==> src/spmfifo_pkg.sv <==
// Package for the strict priority multi-level task queue.
// Sizes, derived widths, status and register codes, sequencer states.
// No dependencies.
package spmfifo_pkg;

   localparam int LEVELS        = 4;
   localparam int LEVEL_DEPTH   = 16;
   localparam int HANDLE_WIDTH  = 32;

   localparam int STORE_SIZE    = LEVELS * LEVEL_DEPTH;
   localparam int LEVEL_W       = $clog2(LEVELS);
   localparam int PTR_W         = $clog2(LEVEL_DEPTH);
   localparam int ADDR_W        = $clog2(STORE_SIZE);
   localparam int FILL_W        = $clog2(LEVEL_DEPTH + 1);
   localparam int CNT_W         = $clog2(STORE_SIZE + 1);

   localparam int CAP_W         = 7;
   localparam int CMP_W         = (CNT_W > CAP_W) ? CNT_W : CAP_W;
   localparam int CAP_RESET     = 64;

   localparam int CSR_INDEX_W   = 1;
   localparam int CSR_DATA_W    = 7;
   localparam int PRIO_W        = 3;
   localparam int IN_HANDLE_W   = 32;
   localparam int STATUS_W      = 3;
   localparam int OUT_LEVEL_W   = 2;
   localparam int TOTAL_W       = 7;
   localparam int LEVEL_COUNT_W = 5;

   typedef enum logic [STATUS_W-1:0] {
      STATUS_OK         = 3'd0,
      STATUS_SHUT_DOWN  = 3'd1,
      STATUS_TOTAL_FULL = 3'd2,
      STATUS_LEVEL_FULL = 3'd3,
      STATUS_EMPTY      = 3'd4
   } status_type;

   typedef enum logic {
      MODE_ENQUEUE = 1'b0,
      MODE_DEQUEUE = 1'b1
   } mode_type;

   typedef enum logic [CSR_INDEX_W-1:0] {
      CSR_TOTAL_CAPACITY = 1'b0,
      CSR_SHUT_DOWN      = 1'b1
   } csr_index_type;

   typedef enum logic [2:0] {
      ST_IDLE,
      ST_TOTAL,
      ST_LEVEL,
      ST_WRITE,
      ST_SCAN,
      ST_READ,
      ST_COUNT,
      ST_RESP
   } fsm_state_type;

endpackage

==> src/strict_priority_multi_fifo_top.sv <==
// Strict priority multi-level task queue: one handle FIFO per level in a shared store.
// A small sequencer drives one shared comparator and one store port.
// Depends on spmfifo_pkg.
//
// One beat in, one beat out. A stored enqueue goes through total check, level check,
// store write, count update and result; one refused at the total or the level check
// skips to the count update. A dequeue scans the levels one at a time from the top
// down, since every check goes through the one shared comparator, then reads the store
// if a level holds a handle, updates the count and gives the result. The block takes no
// new request until the result beat has been taken. Configuration writes are taken at
// any time and reach a request still in flight; make them only while the block is idle.
module strict_priority_multi_fifo_top
   import spmfifo_pkg::*;
(
   input  logic                     clock,
   input  logic                     reset,

   input  logic                     req_valid,
   output logic                     req_ready,
   input  logic                     req_mode,
   input  logic [PRIO_W-1:0]        req_priority_req,
   input  logic [IN_HANDLE_W-1:0]   req_task_handle,

   output logic                     rsp_valid,
   input  logic                     rsp_ready,
   output logic [STATUS_W-1:0]      rsp_status,
   output logic [IN_HANDLE_W-1:0]   rsp_out_handle,
   output logic [OUT_LEVEL_W-1:0]   rsp_out_level,
   output logic [TOTAL_W-1:0]       rsp_total_count,
   output logic                     rsp_is_empty,
   output logic                     rsp_is_full,
   output logic [LEVEL_COUNT_W-1:0] rsp_level_count,

   input  logic                     csr_valid,
   output logic                     csr_ready,
   input  logic [CSR_INDEX_W-1:0]   csr_index,
   input  logic [CSR_DATA_W-1:0]    csr_data
);

   fsm_state_type            state_ff, state_in;

   logic [CAP_W-1:0]         cap_ff;
   logic                     shut_ff;

   logic [PTR_W-1:0]         head_ff [LEVELS];
   logic [PTR_W-1:0]         head_in [LEVELS];
   logic [PTR_W-1:0]         tail_ff [LEVELS];
   logic [PTR_W-1:0]         tail_in [LEVELS];
   logic [FILL_W-1:0]        fill_ff [LEVELS];
   logic [FILL_W-1:0]        fill_in [LEVELS];
   logic [CNT_W-1:0]         total_ff, total_in;

   logic [LEVEL_W-1:0]       lvl_ff, lvl_in;
   logic [LEVEL_W-1:0]       scan_ff, scan_in;
   logic [HANDLE_WIDTH-1:0]  handle_ff, handle_in;
   logic [STATUS_W-1:0]      status_ff, status_in;
   logic [LEVEL_W-1:0]       out_level_ff, out_level_in;
   logic                     hit_ff, hit_in;
   logic [FILL_W-1:0]        level_count_ff, level_count_in;
   logic                     is_full_ff, is_full_in;

   logic [HANDLE_WIDTH-1:0]  task_store [STORE_SIZE];
   logic [HANDLE_WIDTH-1:0]  rd_data_ff;
   logic                     mem_we;
   logic                     mem_re;
   logic [ADDR_W-1:0]        mem_addr;

   logic [LEVEL_W-1:0]       sel_lvl;
   logic [FILL_W-1:0]        fill_rd;
   logic [PTR_W-1:0]         ptr_rd;
   logic [PTR_W-1:0]         ptr_next;
   logic                     fill_at_depth;
   logic [CMP_W-1:0]         eff_cap;
   logic [CMP_W-1:0]         cmp_a;
   logic [CMP_W-1:0]         cmp_b;
   logic                     cmp_ge;
   logic [LEVEL_W-1:0]       req_lvl;
   logic                     req_beat;

   assign req_beat  = req_valid & req_ready;
   assign req_ready = (state_ff == ST_IDLE);
   assign rsp_valid = (state_ff == ST_RESP);
   assign csr_ready = 1'b1;

   // map out-of-range priorities to the lowest level
   always_comb begin
      if (int'(req_priority_req) >= LEVELS) begin
         req_lvl = '0;
      end else begin
         req_lvl = LEVEL_W'(req_priority_req);
      end
   end

   always_comb begin
      if (CMP_W'(cap_ff) > CMP_W'(STORE_SIZE)) begin
         eff_cap = CMP_W'(STORE_SIZE);
      end else begin
         eff_cap = CMP_W'(cap_ff);
      end
   end

   assign sel_lvl       = ((state_ff == ST_SCAN) || (state_ff == ST_READ)) ? scan_ff : lvl_ff;
   assign fill_rd       = fill_ff[sel_lvl];
   assign ptr_rd        = (state_ff == ST_WRITE) ? tail_ff[lvl_ff] : head_ff[scan_ff];
   assign ptr_next      = (ptr_rd == PTR_W'(LEVEL_DEPTH - 1)) ? '0 : ptr_rd + 1'b1;
   assign fill_at_depth = (int'(fill_rd) >= LEVEL_DEPTH);
   assign mem_addr      = ADDR_W'(sel_lvl) * ADDR_W'(LEVEL_DEPTH) + ADDR_W'(ptr_rd);

   // shared comparator; level cap check uses fill * LEVELS >= capacity
   always_comb begin
      cmp_a = CMP_W'(total_ff);
      cmp_b = eff_cap;
      case (state_ff)
         ST_LEVEL: begin
            cmp_a = CMP_W'(fill_rd) * CMP_W'(LEVELS);
            cmp_b = eff_cap;
         end
         ST_SCAN: begin
            cmp_a = CMP_W'(fill_rd);
            cmp_b = CMP_W'(1);
         end
         default: begin
            cmp_a = CMP_W'(total_ff);
            cmp_b = eff_cap;
         end
      endcase
   end

   assign cmp_ge = (cmp_a >= cmp_b);

   always_comb begin
      state_in = state_ff;
      case (state_ff)
         ST_IDLE: begin
            if (req_beat) begin
               state_in = (req_mode == MODE_DEQUEUE) ? ST_SCAN : ST_TOTAL;
            end
         end
         ST_TOTAL: begin
            state_in = (shut_ff || cmp_ge) ? ST_COUNT : ST_LEVEL;
         end
         ST_LEVEL: begin
            state_in = (cmp_ge || fill_at_depth) ? ST_COUNT : ST_WRITE;
         end
         ST_WRITE: begin
            state_in = ST_COUNT;
         end
         ST_SCAN: begin
            if (cmp_ge) begin
               state_in = ST_READ;
            end else if (scan_ff == '0) begin
               state_in = ST_COUNT;
            end
         end
         ST_READ: begin
            state_in = ST_COUNT;
         end
         ST_COUNT: begin
            state_in = ST_RESP;
         end
         ST_RESP: begin
            if (rsp_ready) begin
               state_in = ST_IDLE;
            end
         end
         default: begin
            state_in = ST_IDLE;
         end
      endcase
   end

   always_comb begin
      head_in        = head_ff;
      tail_in        = tail_ff;
      fill_in        = fill_ff;
      total_in       = total_ff;
      lvl_in         = lvl_ff;
      scan_in        = scan_ff;
      handle_in      = handle_ff;
      status_in      = status_ff;
      out_level_in   = out_level_ff;
      hit_in         = hit_ff;
      level_count_in = level_count_ff;
      is_full_in     = is_full_ff;
      mem_we         = 1'b0;
      mem_re         = 1'b0;
      case (state_ff)
         ST_IDLE: begin
            if (req_beat) begin
               lvl_in       = req_lvl;
               scan_in      = LEVEL_W'(LEVELS - 1);
               handle_in    = HANDLE_WIDTH'(req_task_handle);
               status_in    = STATUS_OK;
               out_level_in = '0;
               hit_in       = 1'b0;
            end
         end
         ST_TOTAL: begin
            if (shut_ff) begin
               status_in = STATUS_SHUT_DOWN;
            end else if (cmp_ge) begin
               status_in = STATUS_TOTAL_FULL;
            end
         end
         ST_LEVEL: begin
            if (cmp_ge || fill_at_depth) begin
               status_in = STATUS_LEVEL_FULL;
            end
         end
         ST_WRITE: begin
            mem_we          = 1'b1;
            tail_in[lvl_ff] = ptr_next;
            fill_in[lvl_ff] = fill_rd + 1'b1;
            total_in        = total_ff + 1'b1;
         end
         ST_SCAN: begin
            if (!cmp_ge) begin
               if (scan_ff == '0) begin
                  status_in = STATUS_EMPTY;
               end else begin
                  scan_in = scan_ff - 1'b1;
               end
            end
         end
         ST_READ: begin
            mem_re           = 1'b1;
            head_in[scan_ff] = ptr_next;
            fill_in[scan_ff] = fill_rd - 1'b1;
            total_in         = total_ff - 1'b1;
            out_level_in     = scan_ff;
            hit_in           = 1'b1;
         end
         ST_COUNT: begin
            level_count_in = fill_rd;
            is_full_in     = cmp_ge;
         end
         default: begin
         end
      endcase
   end

   always_ff @(posedge clock) begin
      if (reset) begin
         state_ff <= ST_IDLE;
         cap_ff   <= CAP_W'(CAP_RESET);
         shut_ff  <= 1'b0;
         total_ff <= '0;
         for (int i = 0; i < LEVELS; i++) begin
            head_ff[i] <= '0;
            tail_ff[i] <= '0;
            fill_ff[i] <= '0;
         end
      end else begin
         state_ff <= state_in;
         total_ff <= total_in;
         head_ff  <= head_in;
         tail_ff  <= tail_in;
         fill_ff  <= fill_in;
         if (csr_valid && csr_ready) begin
            if (csr_index == CSR_TOTAL_CAPACITY) begin
               cap_ff <= CAP_W'(csr_data);
            end else begin
               shut_ff <= csr_data[0];
            end
         end
      end
   end

   always_ff @(posedge clock) begin
      lvl_ff         <= lvl_in;
      scan_ff        <= scan_in;
      handle_ff      <= handle_in;
      status_ff      <= status_in;
      out_level_ff   <= out_level_in;
      hit_ff         <= hit_in;
      level_count_ff <= level_count_in;
      is_full_ff     <= is_full_in;
   end

   always_ff @(posedge clock) begin
      if (mem_we) begin
         task_store[mem_addr] <= handle_ff;
      end
      if (mem_re) begin
         rd_data_ff <= task_store[mem_addr];
      end
   end

   assign rsp_status      = status_ff;
   assign rsp_out_handle  = hit_ff ? IN_HANDLE_W'(rd_data_ff) : '0;
   assign rsp_out_level   = OUT_LEVEL_W'(out_level_ff);
   assign rsp_total_count = TOTAL_W'(total_ff);
   assign rsp_is_empty    = (total_ff == '0);
   assign rsp_is_full     = is_full_ff;
   assign rsp_level_count = LEVEL_COUNT_W'(level_count_ff);

endmodule

==> config.mk <==
export PLATFORM = sky130hd
export DESIGN_NAME = strict_priority_multi_fifo_top
export DESIGN_NICKNAME = d
export VERILOG_FILES = /design/src/spmfifo_pkg.sv /design/src/strict_priority_multi_fifo_top.sv
export SDC_FILE = /design/constraint.sdc
export NUM_CORES = 2
export LEC_CHECK = 0
export ABC_AREA = 1
export BUFFER_PORTS_ARGS = -buffer_cell sky130_fd_sc_hd__buf_2
export CAP_MARGIN = 20
export CORE_ASPECT_RATIO = 1.1
export CORE_MARGIN = 4
export CORE_UTILIZATION = 49
export CTS_CLUSTER_SIZE = 25
export DETAILED_ROUTE_END_ITERATION = 8
export SYNTH_ARGS = -nofsm -noshare
export SYNTH_HDL_FRONTEND = slang
export SYNTH_SLANG_ARGS = --single-unit
==> constraint.sdc <==
create_clock -name clock -period 4.32 [get_ports clock]
set_clock_uncertainty 0.15 [all_clocks]
set_input_delay 0.648 -clock clock [delete_from_list [all_inputs] [get_ports clock]]
set_output_delay 0.648 -clock clock [all_outputs]
set_load 0.02 [all_outputs]
* Word level (Yosys, flattened, before mapping)
Memory sizes are Yosys's and may differ from the RTL's. A register that Yosys moved wholly into a read port is not among the register bits. Cells that the tools add are included.
Word-level totals: flip-flop bits (word level) 118, bits in writable memories 2048, bits of input ports 49, output and inout bits 54, memories 1
Cells by class: $add $sub $neg 7, order comparisons 9, eq/ne operators 16, mux-type cells 57, bitwise gates (word level) 5, reductions and logical operators 20
Memories:
- task_store | words 64, width 32, read ports 1, clocked after memory_dff 1, write ports 1, line strict_priority_multi_fifo_top.sv:62 | logic [HANDLE_WIDTH-1:0] task_store [STORE_SIZE];
Operator list (count):
- bitwise mux 20 bit | 2
- one-hot mux 20 bit (2 select lines) | 1
- two-way mux 3 bit | 13
- bitwise mux 16 bit | 2
- two-way mux 32 bit | 1
- two-way mux 4 bit | 8
- one-hot mux 7 bit (2 select lines) | 2
- one-hot mux 3 bit (7 select lines) | 1
- demux 5 bit (select 2 bit) | 2
- two-way mux 5 bit | 4
- binary-select mux 4 bit (select 2 bit) | 2
- demux 4 bit (select 2 bit) | 2
- two-way mux 7 bit | 2
- == test 3 bit (second input constant) | 4
- >= comparator 3 bit (second input constant) | 4
- one-hot mux 3 bit (4 select lines) | 1
- binary-select mux 5 bit (select 2 bit) | 1
- two-way mux 2 bit | 5
- inverter 2 -> 3 bit | 3
- one-hot mux 2 bit (2 select lines) | 2
- AND reduction 2 bit | 4
- adder 7 x 1 -> 7 bit (second input constant) | 1
- >= comparator 7 bit | 1
- > comparator 7 bit (second input constant) | 1
- other kinds (30) | 45

* Longest topological paths before layout
word-level depth 12, gate-level depth with buffers 26, mapped depth without buffers 26

* Least setup slack after synthesis
Ideal clock, no wire load.
path type reg2reg, start point register scan_ff[0], end point memory task_store[14][0], enable pin, arrival time 3.118 ns, data required time 3.749 ns, slack 0.631 ns, stages on the path, launching flop included 11, buffers on the path 3, cells stage by stage edfxtp_1 -> buf_2 -> a21oi_1 -> o21ai_0 -> nand2_1 -> inv_1 -> o21ai_2 -> buf_2 -> buf_2 -> nand3_1 -> nor2_1
Between the ends: longest elaborated chain between the ends 6, elaborated cells on any way between the ends 7
Ends and longest elaborated chain:
- start, declared | line strict_priority_multi_fifo_top.sv:54 | logic [LEVEL_W-1:0] scan_ff, scan_in;
- start signal, assigned | line strict_priority_multi_fifo_top.sv:271 | scan_ff <= scan_in;
- inverter 2 -> 3 bit (not written as such) | line strict_priority_multi_fifo_top.sv:104 | assign ptr_rd = (state_ff == ST_WRITE) ? tail_ff[lvl_ff] : head_ff[scan_ff];
- binary-select mux 4 bit (select 2 bit) | line strict_priority_multi_fifo_top.sv:104
- two-way mux 4 bit (not written as such) (2 in a row) | line strict_priority_multi_fifo_top.sv:104
- two-way mux 4 bit | line strict_priority_multi_fifo_top.sv:104
- adder 6 x 4 -> 6 bit * | line strict_priority_multi_fifo_top.sv:107 | assign mem_addr = ADDR_W'(sel_lvl) * ADDR_W'(LEVEL_DEPTH) + ADDR_W'(ptr_rd);
- end, declared | line strict_priority_multi_fifo_top.sv:62
Mark *: on every way between the ends. The rest lies on a longest branch, timed or not. The select of a mux whose other input is x is not followed.

* Final worst setup path
start point register state_ff[0], end point register state_ff[0]
Between the ends: longest elaborated chain between the ends 12, elaborated cells on any way between the ends 28
Ends and longest elaborated chain:
- start, declared | line strict_priority_multi_fifo_top.sv:40 | fsm_state_type state_ff, state_in;
- start signal, assigned | line strict_priority_multi_fifo_top.sv:254 | state_ff <= state_in;
- == test 3 bit (on tied branches) | line strict_priority_multi_fifo_top.sv:102, strict_priority_multi_fifo_top.sv:113
- logical OR 1 bit | line strict_priority_multi_fifo_top.sv:102 | assign sel_lvl = ((state_ff == ST_SCAN) || (state_ff == ST_READ)) ? scan_ff : lvl_ff;
- two-way mux 2 bit | line strict_priority_multi_fifo_top.sv:102
- inverter 2 -> 3 bit (not written as such) | line strict_priority_multi_fifo_top.sv:103 | assign fill_rd = fill_ff[sel_lvl];
- binary-select mux 5 bit (select 2 bit) | line strict_priority_multi_fifo_top.sv:103
- two-way mux 5 bit (not written as such) (2 in a row) | line strict_priority_multi_fifo_top.sv:103
- one-hot mux 7 bit (2 select lines) | line strict_priority_multi_fifo_top.sv:113 | case (state_ff)
- >= comparator 7 bit * | line strict_priority_multi_fifo_top.sv:129 | assign cmp_ge = (cmp_a >= cmp_b);
- net cmp_ge | line strict_priority_multi_fifo_top.sv:76 | logic cmp_ge;
- logical OR 1 bit | line strict_priority_multi_fifo_top.sv:143 | state_in = (cmp_ge || fill_at_depth) ? ST_COUNT : ST_WRITE;
- two-way mux 3 bit | line strict_priority_multi_fifo_top.sv:143
- one-hot mux 3 bit (7 select lines) | line strict_priority_multi_fifo_top.sv:133 | case (state_ff)
The timed path passes the listed nets; every way through them passes the cells marked *. The select of a mux whose other input is x is not followed. A chain may end at the register's enable or synchronous reset.

==> results.py <==
metrics = {
    "sta": {
        "hold_viol_final": 0,
        "fin_hold_ws_ns": 0.0992,
        "layout_min_cycle_time_ns": 3.98,
        "setup_ws_ns": 0.336,
        "worstMarginPinSlew_ns": 0.955,
        "tns_ns": 0,
        "relSlewSlack_pct": 36.3,
        "drv_slew": 0,
        "grt_setup_unrepaired": "false",
        "period_share_pct": 92.2,
        "fmax_mhz": 251,
        "finalSetupViolCount": 0,
    },
    "synthesis": {
        "muxShareOfSynthArea_pct": 0,
        "synth-adder-area-share_pct": 0.278,
        "postSynth.asyncResetShare_pct": 0,
        "synth_edf_count": 2128,
        "ys_seq_elements": 2198,
        "synth.net_count": 9305,
        "synth_xor_area_share_pct": 0.0552,
        "synth-compound-area-share_pct": 0.843,
        "ys.warnings.count": 0,
        "synth_cell_types": 41,
        "synth_top_flop_cell": "edfxtp_1",
        "yosysSeqAreaShare_pct": 70.3,
        "synth-simple-area-share_pct": 25.6,
        "synthesis.area_um2": 92900,
        "synth_top_family_by_area": "simple AND/OR/NAND/NOR gates",
        "avgSynthCellArea_um2": 10.1,
        "synth_cells": 9236,
    },
    "finish": {
        "area_delta_synth_final_pct": 13.0,
        "final_net_count": 9477,
        "nFillCells": 16200,
        "layout-drive-gt1-share_pct": 7.77,
    },
    "clocking": {
        "clk_pin_slew_ns": 0.06,
        "cts_tree": "built",
        "cts_sinks": 2198,
        "cts_inserted_buffers": 218,
        "root_buffer": "clkbuf_16",
        "h-tree-depth": 4,
        "insertion_delay_ns": 0.86,
        "cts.path.max_buffers": 3,
    },
    "worst_setup_path": {
        "cp-end-kind": "register",
        "cp_max_fo": 15,
        "startpoint": "state_ff[0]$_SDFFE_PP0P_",
        "crit_type": "register to register",
        "required_ns": 4.92,
        "timing.rr.start": "state_ff[0]$_SDFFE_PP0P_",
        "critPathArrivalTime_ns": 4.58,
        "setup.worst_path.start_class": "register",
    },
    "global_routing": {
        "grt_pass1_vias": 59500,
        "antenna_found_initial": 2,
        "grt_usage_pct": 25.7,
        "gr-total-overflow": 0,
        "grt_max_degree": 132,
        "grt_pass1_wl_um": 382000,
    },
    "detailed_routing": {
        "vias_per_cell": 5.23,
        "wirelength_um": 256000,
        "initialDrtViolationCount": 6591,
        "dr.pass1.iters": 7,
        "wl_per_cell_um": 21.1,
        "num_vias": 63400,
        "drcViolationCount": 0,
        "ant_nets": 0,
    },
    "floorplanning": {
        "initial_core_util_pct": 49.3,
        "die_w_um": 423,
        "coreArea_um2": 188000,
        "dieArea_um2": 197000,
        "rows": 167,
        "pin_count": 103,
        "fp.dieH_um": 465,
    },
    "placed_design": {
        "place_ws_ns": 0.337,
        "portBuffers": 101,
        "gp_congestion": 0.853,
        "hpwl_um": 147000,
    },
    "power_and_ir_drop": {
        "power.density_nw_per_um2": 601,
        "ir_worst_vdd_v": 0.000682,
        "p_total_w": 0.0631,
        "p_leak_nw": 43.6,
    },
    "run_status": {
        "status": "finished clean",
    },
    "min_path": {
        "hold_path_class": "primary input to register",
        "min-delay-start": "reset",
    },
    "run": {
        "max_cap_violations": 0,
    },
}
==> cell usage in the layout, fill, tap and decap left out, types with 3 or more instances in the layout <==
master / netlist / routed
dfxtp_1: 70 / 69
nand4_1: 6 / 6
inv_1: 134 / 133
buf_4: 25 / 176
clkinvlp_4: 0 / 8
nor2_1: 197 / 127
clkinv_2: 0 / 40
o21ai_4: 1 / 4
nand2_2: 5 / 5
o21ai_0: 63 / 63
a22oi_1: 4 / 4
xor2_1: 4 / 4
inv_2: 8 / 8
bufinv_16: 0 / 13
o221ai_1: 4 / 4
nand2_4: 0 / 3
clkbuf_16: 0 / 219
nand2_1: 6000 / 5996
o21bai_1: 5 / 5
clkinv_8: 0 / 8
a21oi_1: 41 / 41
o22ai_1: 3 / 3
edfxtp_1: 2128 / 2128
buf_12: 0 / 70
ha_1: 19 / 19
dlygate4sd3_1: 0 / 48
clkinv_1: 2 / 58
nand3b_1: 4 / 4
nand3_1: 64 / 64
inv_6: 0 / 7
buf_2: 303 / 101
clkbuf_1: 83 / 54
o211ai_1: 7 / 7
nor2_4: 1 / 74
==> path summary, 6_finish.rpt <==
kind,end,slack (ns),cells after the start
worst min register to register,head_ff[9]$_SDFFE_PP0P_,0.32,2
worst max-delay path,state_ff[0]$_SDFFE_PP0P_,0.34,22
worst min-delay path,fill_ff[5]$_SDFFE_PP0P_,0.1,2
worst max register to register,state_ff[0]$_SDFFE_PP0P_,0.34,22
==> worst max-delay path, cell delays in order (launching register included) <==
cell and delay, ns:
dfxtp_1 0.35, nor2_2 0.18, nand2_4 0.15, nand2_2 0.15, nand2_1 0.17, nand2_2 0.18, nand2_1 0.07, nand2_1 0.07
nand2_1 0.07, nand2_2 0.17, o221ai_1 0.15, ha_1 0.31, a21oi_1 0.15, nor2_1 0.06, nor3b_1 0.18, nand2_1 0.17
nand2_1 0.10, inv_1 0.07, nor2_1 0.16, nand3b_1 0.10, nand2_1 0.07, a21oi_1 0.06, dlygate4sd3_1 0.58
==> metal layers <==
layer,GRT usage (%),wire (um),up-vias
met5,0,13,-
met4,7.06,6310,2
met3,3.83,18700,361
met2,41.8,121000,2250
met1,36.4,110000,30600
li1,-,-,30200
==> cells in the mapped netlist, types with 2 or more instances <==
| master | number | share of area, % |
|---|---|---|
| o21ai_0 | 63 | 0.34 |
| dfxtp_1 | 70 | 1.5 |
| a31oi_1 | 2 | 0.013 |
| buf_1 | 28 | 0.11 |
| nand3b_1 | 4 | 0.032 |
| buf_6 | 4 | 0.048 |
| o22ai_1 | 3 | 0.020 |
| ha_1 | 19 | 0.26 |
| nand3_2 | 2 | 0.022 |
| inv_2 | 8 | 0.032 |
| a21oi_1 | 41 | 0.22 |
| xor2_1 | 4 | 0.038 |
| o21ai_2 | 4 | 0.038 |
| clkinv_1 | 2 | 0.0081 |
| nor2_2 | 4 | 0.027 |
| o221ai_1 | 4 | 0.038 |
| o211ai_1 | 7 | 0.057 |
| edfxtp_1 | 2128 | 69 |
| nand4_1 | 6 | 0.040 |
| nand3_1 | 64 | 0.34 |
| buf_2 | 303 | 1.6 |
| nor2_1 | 197 | 0.80 |
| clkbuf_1 | 83 | 0.34 |
| nand2_2 | 5 | 0.034 |
| inv_1 | 134 | 0.54 |
| buf_4 | 25 | 0.20 |
| o21bai_1 | 5 | 0.040 |
| nor3_1 | 2 | 0.011 |
| nand2_1 | 6000 | 24 |
| a22oi_1 | 4 | 0.032 |
==> power by group <==
part,total (W),internal [W],leakage [nW],switching (W)
Sequential,0.0252,0.0250,19.7,0.000159
Combinational,0.0198,0.00478,20.6,0.0150
Clock,0.0181,0.0101,3.29,0.00806
==> per-stage QoR <==
step / instance area [um^2] / util, % / cells
detailed placement: 97700 / 51.8 / 11700
global placement: 97700 / 51.8 / 11700
finish: 105000 / 55.7 / 12100
floorplan: 92900 / - / 9236
CTS: 105000 / 55.7 / 12100
global route: 105000 / 55.7 / 12100
==> registers in the layout, summed over array words and instances, names as in the netlist <==
| name | cells |
|---|---|
| state_ff | 3 |
| cap_ff | 7 |
| task_store | 2048 |
| shut_ff | 1 |
| handle_ff | 32 |
| rsp_out_level | 2 |
| scan_ff | 2 |
| rsp_total_count | 7 |
| rsp_status | 3 |
| rsp_is_full | 1 |
| lvl_ff | 2 |
| fill_ff | 20 |
| rd_data_ff | 32 |
| rsp_level_count | 5 |
| hit_ff | 1 |
| head_ff | 16 |
| tail_ff | 16 |
==> cell families after synthesis <==
logic type               count (synthesis)
adder cells (fa/ha/maj)                 20
XOR/XNOR                                 5
buffers and inverters                  587
flip-flops                            2198
AND/OR/NAND/NOR                       6288
AO/OA/AOI/OAI                          137
other                                    1
==> final cells by class <==
type / count / area, um^2 / area share (%)
Inverter: 144 / 548 / 0.522
Antenna cell: 1 / 2.50 / 0.00238
Multi-Input combinational cell: 6451 / 25500 / 24.3
Tap cell: 2535 / 3170 / 3.02
Timing Repair Buffer: 395 / 3710 / 3.53
Clock buffer: 273 / 5680 / 5.41
Clock inverter: 134 / 1080 / 1.03
Sequential cell: 2198 / 65300 / 62.2
==> repair_timing <==
item	4_1_cts	5_1_grt
setup buffers	0	0
setup endpoints to repair	0	3
hold buffers	48	0
hold endpoints to repair	44	0
gates resized for setup	0	6
(Power assumes the default switching activity.)
